===== src/design/two_link_inverse_kinematics_top_assert.svh =====
// ----------------------------------------------------------------------------
// Two-link IK assertion macros
// Shared concurrent assertion forms, clocked on clk and disabled in reset.
// ----------------------------------------------------------------------------
`ifndef TWO_LINK_INVERSE_KINEMATICS_TOP_ASSERT_SVH
`define TWO_LINK_INVERSE_KINEMATICS_TOP_ASSERT_SVH

// same-cycle implication
`define TLIK_ASSERT_NOW(lbl, ante, cons, msg) \
  lbl: assert property (@(posedge clk) disable iff (!rst_n) (ante) |-> (cons)) \
    else $error(msg);

// next-cycle implication
`define TLIK_ASSERT_NXT(lbl, ante, cons, msg) \
  lbl: assert property (@(posedge clk) disable iff (!rst_n) (ante) |=> (cons)) \
    else $error(msg);

`endif


===== src/design/tlik_pkg.sv =====
// ----------------------------------------------------------------------------
// Two-link IK package
// Shared types, constants and the CORDIC arctangent table.
// ----------------------------------------------------------------------------
package tlik_pkg;

  localparam int CORDIC_STEPS_DEF = 16;
  localparam int CORDIC_STEPS_MAX = 24;
  localparam int IT_W             = 5;

  localparam int CFG_IDX_W = 2;
  localparam int CFG_W     = 16;

  localparam logic [CFG_IDX_W-1:0] CFG_SHOULDER_X = 2'd0;
  localparam logic [CFG_IDX_W-1:0] CFG_SHOULDER_Y = 2'd1;
  localparam logic [CFG_IDX_W-1:0] CFG_UPPER_LEN  = 2'd2;
  localparam logic [CFG_IDX_W-1:0] CFG_LOWER_LEN  = 2'd3;

  localparam logic [CFG_W-1:0] LEN_RESET = 16'd16;

  localparam int ANG_MAX = 23040;
  // 180 degrees in degrees * 65536
  localparam logic signed [27:0] HALF_TURN = 28'sd11796480;

  typedef struct packed {
    logic [11:0] target_x;
    logic [11:0] target_y;
  } in_item_t;

  typedef struct packed {
    logic               reachable;
    logic signed [15:0] shoulder_angle;
    logic [14:0]        elbow_angle;
  } out_item_t;

  typedef struct packed {
    logic [CFG_W-1:0] shoulder_x;
    logic [CFG_W-1:0] shoulder_y;
    logic [CFG_W-1:0] upper_len;
    logic [CFG_W-1:0] lower_len;
  } cfg_regs_t;

  typedef enum logic [4:0] {
    OP_NONE, OP_LOAD, OP_SQ, OP_SUM, OP_CHECK, OP_DIV, OP_CSQ, OP_RAD, OP_SQRT,
    OP_KMUL, OP_KSH, OP_PMUL, OP_NUMDEN, OP_E_LOAD, OP_S_LOAD, OP_NORM,
    OP_FLIP, OP_ITER, OP_E_STORE, OP_S_STORE, OP_EMIT
  } dp_op_t;

  typedef struct packed {
    dp_op_t op;
  } ctrl_cmd_t;

  typedef struct packed {
    logic reach;
    logic div_last;
    logic sqrt_last;
    logic norm_zero;
    logic norm_ok;
    logic cord_last;
  } dp_sts_t;

  typedef enum logic [4:0] {
    S_IDLE, S_SQ, S_SUM, S_CHECK, S_DIV, S_CSQ, S_RAD, S_SQRT, S_KMUL, S_KSH,
    S_PMUL, S_NUMDEN, S_E_LOAD, S_E_NORM, S_E_FLIP, S_E_ITER, S_E_STORE,
    S_S_LOAD, S_S_NORM, S_S_FLIP, S_S_ITER, S_S_STORE, S_DONE
  } ctrl_state_t;

  // atan(2^-i) in degrees * 65536
  function automatic logic [21:0] atan_tab(input logic [IT_W-1:0] i);
    logic [21:0] v;
    unique case (i)
      5'd0:  v = 22'd2949120;
      5'd1:  v = 22'd1740967;
      5'd2:  v = 22'd919879;
      5'd3:  v = 22'd466945;
      5'd4:  v = 22'd234379;
      5'd5:  v = 22'd117304;
      5'd6:  v = 22'd58666;
      5'd7:  v = 22'd29335;
      5'd8:  v = 22'd14668;
      5'd9:  v = 22'd7334;
      5'd10: v = 22'd3667;
      5'd11: v = 22'd1833;
      5'd12: v = 22'd917;
      5'd13: v = 22'd458;
      5'd14: v = 22'd229;
      5'd15: v = 22'd115;
      5'd16: v = 22'd57;
      5'd17: v = 22'd29;
      5'd18: v = 22'd14;
      5'd19: v = 22'd7;
      5'd20: v = 22'd4;
      5'd21: v = 22'd2;
      5'd22: v = 22'd1;
      default: v = 22'd0;
    endcase
    return v;
  endfunction

endpackage


===== src/design/tlik_ctrl.sv =====
// ----------------------------------------------------------------------------
// Two-link IK controller
// Sequences the datapath through squares, division, square root, products
// and two CORDIC runs, and owns the handshakes.
// ----------------------------------------------------------------------------
`include "two_link_inverse_kinematics_top_assert.svh"

module tlik_ctrl
  import tlik_pkg::*;
(
  input  logic      clk,
  input  logic      rst_n,
  input  logic      in_valid,
  output logic      in_stall,
  output logic      out_valid,
  input  logic      out_stall,
  output ctrl_cmd_t cmd,
  input  dp_sts_t   sts
);

  ctrl_state_t state_r, state_nxt;
  logic        out_valid_r, out_valid_nxt;
  logic        out_free;

  assign in_stall  = (state_r != S_IDLE);
  assign out_valid = out_valid_r;
  assign out_free  = !out_valid_r || !out_stall;

  always_ff @(posedge clk) begin
    if (!rst_n) begin
      state_r     <= S_IDLE;
      out_valid_r <= 1'b0;
    end else begin
      state_r     <= state_nxt;
      out_valid_r <= out_valid_nxt;
    end
  end

  always_comb begin
    state_nxt     = state_r;
    cmd.op        = OP_NONE;
    out_valid_nxt = out_valid_r && out_stall;
    unique case (state_r)
      S_IDLE: begin
        if (in_valid) begin
          cmd.op    = OP_LOAD;
          state_nxt = S_SQ;
        end
      end
      S_SQ: begin
        cmd.op    = OP_SQ;
        state_nxt = S_SUM;
      end
      S_SUM: begin
        cmd.op    = OP_SUM;
        state_nxt = S_CHECK;
      end
      S_CHECK: begin
        cmd.op    = OP_CHECK;
        state_nxt = sts.reach ? S_DIV : S_DONE;
      end
      S_DIV: begin
        cmd.op = OP_DIV;
        if (sts.div_last) state_nxt = S_CSQ;
      end
      S_CSQ: begin
        cmd.op    = OP_CSQ;
        state_nxt = S_RAD;
      end
      S_RAD: begin
        cmd.op    = OP_RAD;
        state_nxt = S_SQRT;
      end
      S_SQRT: begin
        cmd.op = OP_SQRT;
        if (sts.sqrt_last) state_nxt = S_KMUL;
      end
      S_KMUL: begin
        cmd.op    = OP_KMUL;
        state_nxt = S_KSH;
      end
      S_KSH: begin
        cmd.op    = OP_KSH;
        state_nxt = S_PMUL;
      end
      S_PMUL: begin
        cmd.op    = OP_PMUL;
        state_nxt = S_NUMDEN;
      end
      S_NUMDEN: begin
        cmd.op    = OP_NUMDEN;
        state_nxt = S_E_LOAD;
      end
      S_E_LOAD: begin
        cmd.op    = OP_E_LOAD;
        state_nxt = S_E_NORM;
      end
      S_E_NORM: begin
        cmd.op = OP_NORM;
        priority if (sts.norm_zero) state_nxt = S_E_STORE;
        else if (sts.norm_ok)       state_nxt = S_E_FLIP;
      end
      S_E_FLIP: begin
        cmd.op    = OP_FLIP;
        state_nxt = S_E_ITER;
      end
      S_E_ITER: begin
        cmd.op = OP_ITER;
        if (sts.cord_last) state_nxt = S_E_STORE;
      end
      S_E_STORE: begin
        cmd.op    = OP_E_STORE;
        state_nxt = S_S_LOAD;
      end
      S_S_LOAD: begin
        cmd.op    = OP_S_LOAD;
        state_nxt = S_S_NORM;
      end
      S_S_NORM: begin
        cmd.op = OP_NORM;
        priority if (sts.norm_zero) state_nxt = S_S_STORE;
        else if (sts.norm_ok)       state_nxt = S_S_FLIP;
      end
      S_S_FLIP: begin
        cmd.op    = OP_FLIP;
        state_nxt = S_S_ITER;
      end
      S_S_ITER: begin
        cmd.op = OP_ITER;
        if (sts.cord_last) state_nxt = S_S_STORE;
      end
      S_S_STORE: begin
        cmd.op    = OP_S_STORE;
        state_nxt = S_DONE;
      end
      S_DONE: begin
        // wait for the result register to drain
        if (out_free) begin
          cmd.op        = OP_EMIT;
          out_valid_nxt = 1'b1;
          state_nxt     = S_IDLE;
        end
      end
      default: state_nxt = S_IDLE;
    endcase
  end

  `TLIK_ASSERT_NXT(a_emit_done, (state_r == S_DONE) && out_free, out_valid_r && (state_r == S_IDLE), "emit did not raise request")
  `TLIK_ASSERT_NOW(a_rise_from_done, $rose(out_valid_r), $past(state_r) == S_DONE, "result raised outside done")
  `TLIK_ASSERT_NXT(a_unreach_skip, (state_r == S_CHECK) && !sts.reach, state_r == S_DONE, "unreachable target not skipped")
  `TLIK_ASSERT_NXT(a_div_hold, (state_r == S_DIV) && !sts.div_last, state_r == S_DIV, "divider left early")

endmodule


===== config.mk =====
export PLATFORM = sky130hd
export DESIGN_NAME = tlik_ctrl
export DESIGN_NICKNAME = d
export VERILOG_FILES = /design/src/design/tlik_pkg.sv /design/src/design/tlik_ctrl.sv
export VERILOG_INCLUDE_DIRS = /design/src /design/src/design
export SDC_FILE = /design/constraint.sdc
export NUM_CORES = 1
export LEC_CHECK = 0
export BUFFER_PORTS_ARGS = -buffer_cell sky130_fd_sc_hd__buf_2
export CORE_MARGIN = 1.5
export CORE_UTILIZATION = 46
export CTS_BUF_LIST = sky130_fd_sc_hd__clkbuf_8 sky130_fd_sc_hd__clkbuf_16
export CTS_CLUSTER_DIAMETER = 80
export DETAILED_ROUTE_END_ITERATION = 7
export MAX_ROUTING_LAYER = met4
export PLACE_DENSITY = 0.73
export SKIP_LAST_GASP = 1
export SYNTH_ARGS = -nofsm -noshare
export SYNTH_HDL_FRONTEND = slang
export SYNTH_SLANG_ARGS = --single-unit
export TNS_END_PERCENT = 100

===== constraint.sdc =====
create_clock -name clk -period 1.36 [get_ports clk]
set_input_delay 0.204 -clock clk [delete_from_list [all_inputs] [get_ports clk]]
set_output_delay 0.204 -clock clk [all_outputs]
set_load 0.05 [all_outputs]

Yosys cells after proc, flatten, opt, wreduce, memory -nomap -nowiden
Cells that the tools add are included.
{"block": "classes", "n_reduce_logical": 10, "eq_ne": 30, "muxes": 17}
{"op": "one-hot mux 5 bit (23 select lines)", "count": 1}
{"op": "one-hot mux 5 bit (20 select lines)", "count": 1}
{"op": "two-way mux 5 bit", "count": 12}
{"op": "== test 5 x 4 -> 1 bit, second input constant", "count": 8}
{"op": "== test 5 bit, second input constant", "count": 7}
{"op": "== test 5 x 3 -> 1 bit, second input constant", "count": 4}
{"op": "!= test 2 bit, second input constant", "count": 6}
{"op": "== test 5 x 2 -> 1 bit, second input constant", "count": 2}
{"op": "AND reduction 8 bit", "count": 1}
{"op": "!= test 3 bit, second input constant", "count": 2}
{"op": "OR reduction 2 bit", "count": 3}
{"op": "== test 5 x 1 -> 1 bit, second input constant", "count": 1}
{"op": "logical NOT 5 bit", "count": 1}
{"op": "nonzero test 5 bit", "count": 1}
{"op": "two-way mux 1 bit", "count": 3}
{"op": "logical NOT 1 bit", "count": 2}
{"op": "logical AND 1 bit", "count": 1}
{"op": "logical OR 1 bit", "count": 1}
{"block": "word_totals", "elab_cells": 59, "register_bits": 6, "output_inout_bits": 7, "in_bits": 10}

Depth between registers and ports, before layout
Gate-level depths: netlist (run 1).
{"block": "logic_depth", "word_depth": 4, "ltp_mapped": 7, "depth_no_buf": 5}

Worst setup path before layout (run 1)
No wires, ideal clock.
{"block": "synth_path", "path_kind": "register to output", "start": "register state_r[3]", "end": "output cmd[0] (netlist bit)", "arrival_time_ps": 2153, "setup_slack_ps": -997, "stages_incl_launch_ff": 6, "required_ps": 1156, "path_buffers": 1, "cell_sequence": "dfxtp_1 clkbuf_1 nor2_1 o211ai_1 o21ai_0 a221oi_1"}
{"item": "from (decl)", "line": "tlik_ctrl.sv:21", "source": "ctrl_state_t state_r, state_nxt;"}
{"item": "from (signal assigned)", "line": "tlik_ctrl.sv:34", "source": "state_r <= state_nxt;"}
{"item": "to (decl)", "line": "tlik_ctrl.sv:17", "source": "output ctrl_cmd_t cmd,"}

Worst setup path in the final report (run 1)
{"block": "layout_path", "start": "register state_r[4]", "end": "output in_stall"}
{"block": "layout_between", "elab_chain_len": 1}
{"item": "nonzero test 5 bit", "line": "tlik_ctrl.sv:25", "source": "assign in_stall = (state_r != S_IDLE);"}
{"item": "to (decl)", "line": "tlik_ctrl.sv:14", "source": "output logic in_stall,"}
Every way passes these cells.

==> results of run 1 <==
==> routing by layer <==
metal  vias to the layer above  wire, µm  GRT usage, %  share of wire, %
li1                        463         -             -                 -
met3                        65       643         9.483                16
met4                         0       481         27.50                12
met2                       152      1657         63.13                41
met1                       497      1251         42.34                31
met5                         -         0             -                 0
==> worst max-delay path, delay by kind of cell, from the launching register on <==
family / cells / cell delay, ns
simple gates: 2 / 0.70
buf+inv: 2 / 0.32
flops: 1 / 0.33
==> per-stage QoR <==
step	cells	worst slack, ns
after floorplan	102	-0.1997
after detailed placement	150	-0.2657
after global routing	161	-0.4275
after global placement	150	-0.2397
final	161	-0.4166
after CTS	157	-0.3706
==> registers in the layout, summed over array words and instances, names as in the netlist <==
| signal | flops |
|---|---|
| state_r | 5 |
| out_valid | 1 |
==> worst paths after layout <==
check	from	end	slack, ns	depth (start not counted)
max reg2reg	state_r[4]$_SDFFE_PN0P_	state_r[1]$_SDFFE_PN0P_	-0.37	7
min reg2reg	state_r[2]$_SDFFE_PN0P_	state_r[2]$_SDFFE_PN0P_	0.56	2
min	rst_n	state_r[3]$_SDFFE_PN0P_	0.33	3
max	state_r[4]$_SDFFE_PN0P_	in_stall	-0.42	4
==> cell type report <==
type	count	area, µm²	share of cell area, %
Multi-Input combinational cell	81	673.1	52.23
Timing Repair Buffer	51	399.1	30.97
Sequential cell	6	137.6	10.68
Clock buffer	3	41.29	3.204
Inverter	5	18.77	1.456
Tap cell	15	18.77	1.456
==> power groups by stage <==
stage,Sequential (mW),Clock [mW],Combinational (mW)
after floorplan,0.246,0,1.35
after global placement,0.321,0,1.67
after detailed placement,0.325,0,1.68
after CTS,0.333,0.276,1.93
after global routing,0.369,0.290,2.32
final,0.363,0.286,2.27
==> cell families after synthesis <==
kind of cell,after synthesis,share of synthesized area (%)
and+or+nand+nor,37,26.34
DFF,6,17.08
muxes,7,10.32
AOI/OAI and AO/OA,37,37.01
buffers and inverters,15,9.254
==> timing repair <==
action / in CTS / in global routing
hold buffers: 0 / 0
gates cloned: 0 / 0
setup endpoints to repair: 11 / 11
pin swaps: 2 / 2
buffers inserted: 4 / 4
gates resized for setup: 23 / 15
==> cell usage after synthesis, drive strengths merged (2+ instances only) <==
| cell | number | area, µm² |
|---|---|---|
| mux2i | 5 | 50.05 |
| o22ai | 5 | 31.28 |
| nand2 | 14 | 52.55 |
| inv | 5 | 18.77 |
| or2 | 2 | 15.02 |
| a221oi | 2 | 17.52 |
| nor3 | 2 | 10.01 |
| nor4 | 2 | 12.51 |
| nand3 | 2 | 10.01 |
| o31ai | 3 | 22.52 |
| nor2 | 7 | 26.28 |
| a21oi | 7 | 35.03 |
| buf | 8 | 38.79 |
| mux2 | 2 | 22.52 |
| dfxtp | 6 | 120.1 |
| o21ai | 10 | 61.31 |
| clkbuf | 2 | 7.510 |
| a22oi | 2 | 15.01 |
| nand2b | 4 | 25.02 |
==> summary.md, run 1 <==
| Metric | Value |
|---|---|
| Core Region | `1366 µm²` |
| Commonest non-fill, non-tap cell in the layout | `buf_4` |
| Int Pwr | `1.423 mW` |
| CP startpoint kind | `flip-flop` |
| Failing checks | `setup timing` |
| Post-Synthesis Net Count | `112` |
| Final setup vio count | `11` |
| Clk buf depth | `2` |
| Final instance area | `1289 µm²` |
| Seq/Total Area, Yosys | `17.08%` |
| Most frequent cells in the layout | `buf_4, nand2_1, buf_2, nor2_1, buf_6` |
| Largest net degree at the start of global routing | `14` |
| Layout overhead on the synthesized area | `83.27%` |
| Synth Instances | `102` |
| Critical Path, Cell by Cell | `buf_8 -> or2_4 -> or4_4 -> buf_8` |
| Port buffer count | `16` |
| RSZ-0062 raised after global routing | `yes` |
| Initial Util | `51.47%` |
| DR DRC count | `0` |
| Final Hold Vio Count | `0` |
| CTS clk-pin slew, worst paths | `0.04 ns` |
| CP most frequent cell | `buf_8` |
| DR vias | `1177` |
| # rows | `13` |
| CP Class | `flip-flop to output pin` |
| Die area | `1772 µm²` |
| First-pass GRT wire length | `5.119 mm` |
| Worst-Margin Slew | `0.4914 ns` |
| Max FO, Critical Path | `13` |
| Max Fclk | `0.5629 GHz` |
| Num CTS Buffers | `3` |
| Die X | `42.10 µm` |
| Post-DP Area | `1064 µm²` |
| Fillcell total | `44` |
| PwrDens | `2261 nW/µm²` |
| Worst setup margin | `-0.4166 ns` |
| Pwr Total | `2.914 mW` |
| Routed len/inst | `25.06 µm` |
| Synthesized area | `703.2 µm²` |
| H-tree depth | `1` |
| Max-cap violations | `0` |
| Minimum clock period | `1.777 ns` |
| Initial antenna violation count | `0` |
| Worst vdd ir | `0.001621 V` |
| Drt first pass iters | `6` |
| Layout cell share with drive strength beyond 1 | `58.90%` |
| Post-synth EDFFs | `0` |
| Crit path DAT | `1.57 ns` |
| HP Class | `input pin to flip-flop` |
| Die H | `42.10 µm` |
| Nets@finish | `158` |
| Ant. Diodes | `0` |
| Net Sw Power | `1.491 mW` |
| Total gr overflow | `0` |
| CP peak stage delay | `0.44 ns` |
| Async SR Flop Fraction | `0%` |
| Critical Path RT | `1.16 ns` |
| Post-detail-place hpwl | `1.674 mm` |
| Final Cycle Share | `130.6%` |
| Final wirelength | `4.034 mm` |
| RePlAce Congestion | `0.8359` |
| CTS tree | `built` |
| Num ports | `17` |
| CTS Root Cell | `clkbuf_8` |
| DRT iter0 DRCs | `119` |
| Routed vias/inst | `7.311` |
| Mean post-synth cell area | `6.894 µm²` |
| Clk sinks | `6` |
| Library cells used by synthesis | `35` |
| Worst-skew pair later-pin latency | `0.23 ns` |
| Logic pwr share | `77.7%` |
| Total negative slack | `-3.930 ns` |
| Sw frac | `51.16%` |
| Max-slew violations | `0` |
| Synth Register Bits | `6` |
| CP max-delay cell | `or4_4` |
| Final Skew | `0.006190 ns` |
| Synth warn | `0` |
| Final core utilization | `94.32%` |
| Slew headroom | `66.88%` |
| Routed Antenna Nets | `0` |
| Pleak | `0.5339 nW` |
| Total track usage | `39.29%` |
| Synth Flop Type | `dfxtp_1` |
| Final hold slack | `0.3299 ns` |
| Status | `finished with violations` |
| Worst setup EP type | `output pin` |
| Part of the power in registers | `12.4%` |
| Vias in the first global route | `1098` |
| Clock power share | `9.8%` |
(Power assumes the default switching activity.)
==> run 2, diff against run 1 <==
- clock period: 1.36 -> 1.5 ns (I/O delays scaled with it)
==> summary.md, run 2 (synthesized netlist as in run 1, its figures left out) <==
| Metric | Value |
|---|---|
| Status | `finished with violations` |
| Failing checks | `setup timing` |
| PwrDens | `2040 nW/µm²` |
| Post-detail-place hpwl | `1.795 mm` |
| Met2 wire len | `1.797 mm` |
| Pwr Total | `2.619 mW` |
| Total track usage | `44.12%` |
| Num CTS Buffers | `3` |
| Total negative slack | `-2.533 ns` |
| First-pass GRT wire length | `5.540 mm` |
| Routed Antenna Nets | `0` |
| Port buffer count | `16` |
| Max Fclk | `0.5490 GHz` |
| Metal3 WL | `466 µm` |
| Sw frac | `51.40%` |
| Final Skew | `0.008914 ns` |
| Routed len/inst | `24.89 µm` |
| Final instance area | `1284 µm²` |
| CP peak stage delay | `0.42 ns` |
| Layout overhead on the synthesized area | `82.56%` |
| Top Family by Delay on Critical Path | `compound AO/OA/AOI/OAI gates` |
| Final setup vio count | `11` |
| HP Class | `input pin to flip-flop` |
| Worst setup margin | `-0.3214 ns` |
| Crit path DAT | `1.60 ns` |
| # rows | `13` |
| Vias in the first global route | `1058` |
| Part of the power in registers | `13.0%` |
| Clock power share | `10.1%` |
| CP Class | `flip-flop to output pin` |
| Final core utilization | `93.96%` |
| Drt first pass iters | `5` |
| CTS clk-pin slew, worst paths | `0.04 ns` |
| Pleak | `0.5278 nW` |
| RePlAce Congestion | `0.9391` |
| Fillcell total | `48` |
| Die X | `42.10 µm` |
| DR vias | `1127` |
| Initial Util | `51.47%` |
| Ant. Diodes | `0` |
| Layout cell share with drive strength beyond 1 | `58.90%` |
| Net Sw Power | `1.346 mW` |
| Initial antenna violation count | `0` |
| Total gr overflow | `0` |
| CP startpoint kind | `flip-flop` |
| Clk buf depth | `2` |
| Reg with most FFs | `state_r` |
| Num ports | `17` |
| Slew headroom | `74.55%` |
| H-tree depth | `1` |
| Wire length on met1 | `1.417 mm` |
| Worst vdd ir | `0.001199 V` |
| Largest net degree at the start of global routing | `13` |
| RSZ-0062 raised after global routing | `yes` |
| Final wirelength | `4.008 mm` |
| Worst R2R Setup Slack | `-0.24 ns` |
| Max FFs per register | `5` |
| Max-slew violations | `0` |
| Int Pwr | `1.273 mW` |
| Critical Path, Cell by Cell | `clkinvlp_4 -> o211ai_1 -> o21ai_2 -> a221oi_4 -> buf_6` |
| Max layer used | `met4` |
| Post-DP Area | `1057 µm²` |
| Die area | `1772 µm²` |
| Final Hold Vio Count | `0` |
| Worst setup EP type | `output pin` |
| Worst path bufs/invs | `2` |
| Routed vias/inst | `7.000` |
| Commonest non-fill, non-tap cell in the layout | `buf_4` |
| Worst slack at placement | `-0.2057 ns` |
| Max FO, Critical Path | `9` |
| Most frequent cells in the layout | `buf_4, nand2_1, buf_2, buf_6` |
| Minimum clock period | `1.821 ns` |
| DR DRC count | `0` |
| Final Cycle Share | `121.4%` |
| Worst-Margin Slew | `0.3782 ns` |
| Core Region | `1366 µm²` |
| Die H | `42.10 µm` |
| CTS tree | `built` |
| Nets@finish | `158` |
| CP max-delay cell | `dfxtp_4` |
| DRT iter0 DRCs | `112` |
| Clk sinks | `6` |
| Critical Path RT | `1.27 ns` |
| CTS Root Cell | `clkbuf_8` |
| Hold bufs inserted after CTS | `0` |
| Max-cap violations | `0` |
| Logic pwr share | `76.9%` |
| Worst-skew pair later-pin latency | `0.24 ns` |
-- run 2: what timing repair did --
action	CTS	global route
cloned	0	0
pin swaps	4	5
buffers inserted	5	2
resized for setup	34	9
endpoints found under the setup margin	11	11
-- run 2: metal layers --
metal	vias up	global-route usage, %
met5	-	-
met4	0	27.50
met3	41	15.52
met2	118	65.94
met1	500	50.13
li1	468	-
-- run 2: power by group through the flow --
| stage | Sequential, mW | Clock (mW) | Combinational [mW] |
|---|---|---|---|
| after global routing | 0.337 | 0.265 | 2.07 |
| after global placement | 0.294 | 0 | 1.51 |
| final | 0.340 | 0.265 | 2.01 |
| after CTS | 0.309 | 0.248 | 1.75 |
| after floorplan | 0.221 | 0 | 1.21 |
| after detailed placement | 0.294 | 0 | 1.53 |
-- run 2: cell type report --
cell class	count	area [µm²]	area share, %
Clock buffer	3	41.29	3.216
Inverter	5	22.52	1.754
Multi-Input combinational cell	81	665.6	51.85
Sequential cell	6	140.1	10.92
Tap cell	15	18.77	1.462
Timing Repair Buffer	51	395.4	30.80
-- run 2: worst reg2reg max path: cells and delay by family (launching register included) --
kind | cells | cell delay, ns
and+or+nand+nor | 2 | 0.57
buffers and inverters | 1 | 0.17
muxes | 1 | 0.23
DFF | 1 | 0.42
AOI/OAI and AO/OA | 2 | 0.25
-- run 2: metrics by stage --
step / hold WS, ns / cells
2_1_floorplan: 0.3803 / 102
3_3_place_gp: 0.5502 / 151
3_5_place_dp: 0.5617 / 151
4_1_cts: 0.3159 / 159
5_1_grt: 0.3347 / 161
6_report: 0.3101 / 161
-- run 2: path summary, 6_finish.rpt --
check / from / end / cells past startpoint
worst max-delay path: state_r[1]$_SDFFE_PN0P_ / cmd[0] / 5
worst min-delay path: rst_n / state_r[0]$_SDFFE_PN0P_ / 3
worst max register to register: state_r[1]$_SDFFE_PN0P_ / state_r[2]$_SDFFE_PN0P_ / 6
worst min register to register: out_valid$_SDFF_PN0_ / out_valid$_SDFF_PN0_ / 3
==> run 3, diff against run 2 <==
- CORE_UTILIZATION: 46 -> 51
- PLACE_DENSITY: 0.73 -> 0.77
- SKIP_CTS_REPAIR_TIMING: unset -> 1
- clock period: 1.5 -> 1.7 ns (I/O delays scaled with it)
==> summary.md, run 3 (synthesized netlist as in run 1, its figures left out) <==
| Metric | Value |
|---|---|
| Int Pwr | `998.6 µW` |
| Die H | `40.13 µm` |
| Nets@finish | `144` |
| Critical path launch point | `state_r[1]$_SDFFE_PN0P_` |
| Worst-skew pair later-pin latency | `0.22 ns` |
| Routed Antenna Nets | `0` |
| Port buffer count | `16` |
| Routed vias/inst | `6.177` |
| Placed instance count | `143` |
| Largest net degree at the start of global routing | `12` |
| Max FFs per register | `5` |
| Vias in the first global route | `816` |
| Final setup vio count | `2` |
| Crit path DAT | `1.53 ns` |
| Worst setup EP type | `output pin` |
| Die X | `40.13 µm` |
| Pleak | `0.4563 nW` |
| Total gr overflow | `0` |
| # rows | `13` |
| Minimum clock period | `1.786 ns` |
| Critical Path RT | `1.44 ns` |
| Max FO, Critical Path | `7` |
| First-pass GRT wire length | `3.553 mm` |
| Total negative slack | `-0.1561 ns` |
| Commonest non-fill, non-tap cell in the layout | `buf_4` |
| CP peak stage delay | `0.52 ns` |
| Routed len/inst | `16.82 µm` |
| DR DRC count | `0` |
| Part of the power in registers | `12.7%` |
| Fin cells | `147` |
| CTS tree | `built` |
| Max-slew violations | `0` |
| Fillcell total | `79` |
| Multi-input logic area | `608.1 µm²` |
| Num CTS Buffers | `3` |
| Logic pwr share | `76.6%` |
| Sw frac | `49.31%` |
| Final instance area | `1120 µm²` |
| Storage cell area | `135.1 µm²` |
| Layout overhead on the synthesized area | `59.25%` |
| Final Skew | `0.004502 ns` |
| Critical Path, Cell by Cell | `buf_6 -> buf_4 -> or4_4 -> buf_8` |
| Final Cycle Share | `105.1%` |
| CP max-delay cell | `or4_4` |
| CP Class | `flip-flop to output pin` |
| Total track usage | `33.81%` |
| Post-detail-place hpwl | `1.684 mm` |
| DR vias | `908` |
| Drt first pass iters | `4` |
| Top Family by Delay on Critical Path | `simple AND/OR/NAND/NOR gates` |
| Worst setup margin | `-0.08602 ns` |
| Core Region | `1285 µm²` |
| Post-DP Area | `974.7 µm²` |
| Final wirelength | `2.473 mm` |
| Ant. Diodes | `0` |
| H-tree depth | `1` |
| Clk buf depth | `2` |
| CTS clk-pin slew, worst paths | `0.04 ns` |
| PwrDens | `1759 nW/µm²` |
| Clock power share | `10.7%` |
| DRT iter0 DRCs | `38` |
| Max-cap violations | `0` |
| Reg with most FFs | `state_r` |
| Status | `finished with violations` |
| Final core utilization | `87.15%` |
| Most frequent cells in the layout | `buf_4, nand2_1, buf_2, buf_6` |
| Final Hold Vio Count | `0` |
| Worst reg2reg startpoint | `state_r[3]$_SDFFE_PN0P_` |
| Worst-Margin Slew | `0.3350 ns` |
| RePlAce Congestion | `0.9337` |
| Worst vdd ir | `0.001393 V` |
| Slew headroom | `77.46%` |
| Layout cell share with drive strength beyond 1 | `48.48%` |
| HP Class | `input pin to flip-flop` |
| Failing checks | `setup timing` |
| Net Sw Power | `971.5 µW` |
| Worst hold path startpoint | `rst_n` |
| Die area | `1610 µm²` |
| Num ports | `17` |
| CP startpoint kind | `flip-flop` |
| Worst path bufs/invs | `3` |
| Initial Util | `54.72%` |
| Clk sinks | `6` |
| Initial antenna violation count | `0` |
| Max Fclk | `0.5599 GHz` |
| CTS Root Cell | `clkbuf_8` |
| RSZ-0062 raised after global routing | `yes` |
run 3: changes by cell type in the layout (fill, tap and decap cells not counted), sizes merged:
cell,before,now
buf,51,37
clkinvlp,1,0
inv,4,5
run 3: power by group through the flow:
stage | clock network, mW | registers, mW | logic, mW
after floorplan | 0 | 0.190 | 0.982
after global placement | 0 | 0.230 | 1.25
after detailed placement | 0 | 0.228 | 1.26
after CTS | 0.214 | 0.228 | 1.27
after global routing | 0.219 | 0.252 | 1.60
final | 0.211 | 0.251 | 1.51
run 3: final timing paths:
path / cells past startpoint / to / slack, ns
hold / removal: 3 / state_r[3]$_SDFFE_PN0P_ / 0.37
setup / recovery: 4 / in_stall / -0.09
hold reg to reg: 2 / state_r[0]$_SDFFE_PN0P_ / 0.53
setup reg to reg: 6 / state_r[4]$_SDFFE_PN0P_ / 0.02
run 3: layer usage:
layer  up-vias  share of wire (%)  global-route usage [%]  wire (µm)
met5         -                  0                       -          0
met4         0                2.1                   13.79         53
met3        10                8.2                   8.333        204
met2        47                 48                   53.63       1189
met1       413                 41                   40.40       1026
li1        438                  -                       -          -
run 3: final cells by class:
| type | instances | share of cell area [%] |
|---|---|---|
| multi-input combinational | 81 | 54.30 |
| timing repair buffer | 37 | 26.59 |
| sequential | 6 | 12.07 |
| clock buffer | 3 | 3.687 |
| inverter | 5 | 1.676 |
| tap | 15 | 1.676 |
run 3: per-stage QoR:
| stage | hold WS [ns] | setup WS (ns) | total power, mW |
|---|---|---|---|
| floorplan | 0.4472 | -0.0008786 | 1.172 |
| global placement | 0.5557 | 0.03203 | 1.482 |
| detailed placement | 0.5616 | -0.01327 | 1.492 |
| CTS | 0.3664 | -0.2434 | 1.711 |
| global route | 0.3914 | -0.1082 | 2.067 |
| finish | 0.3654 | -0.08602 | 1.970 |
run 3: tightest hold or removal path: cells and delay by family:
| family | cells | cell delay [ns] |
|---|---|---|
| buffers and inverters | 1 | 0.15 |
| muxes | 1 | 0.06 |
| and+or+nand+nor | 1 | 0.08 |
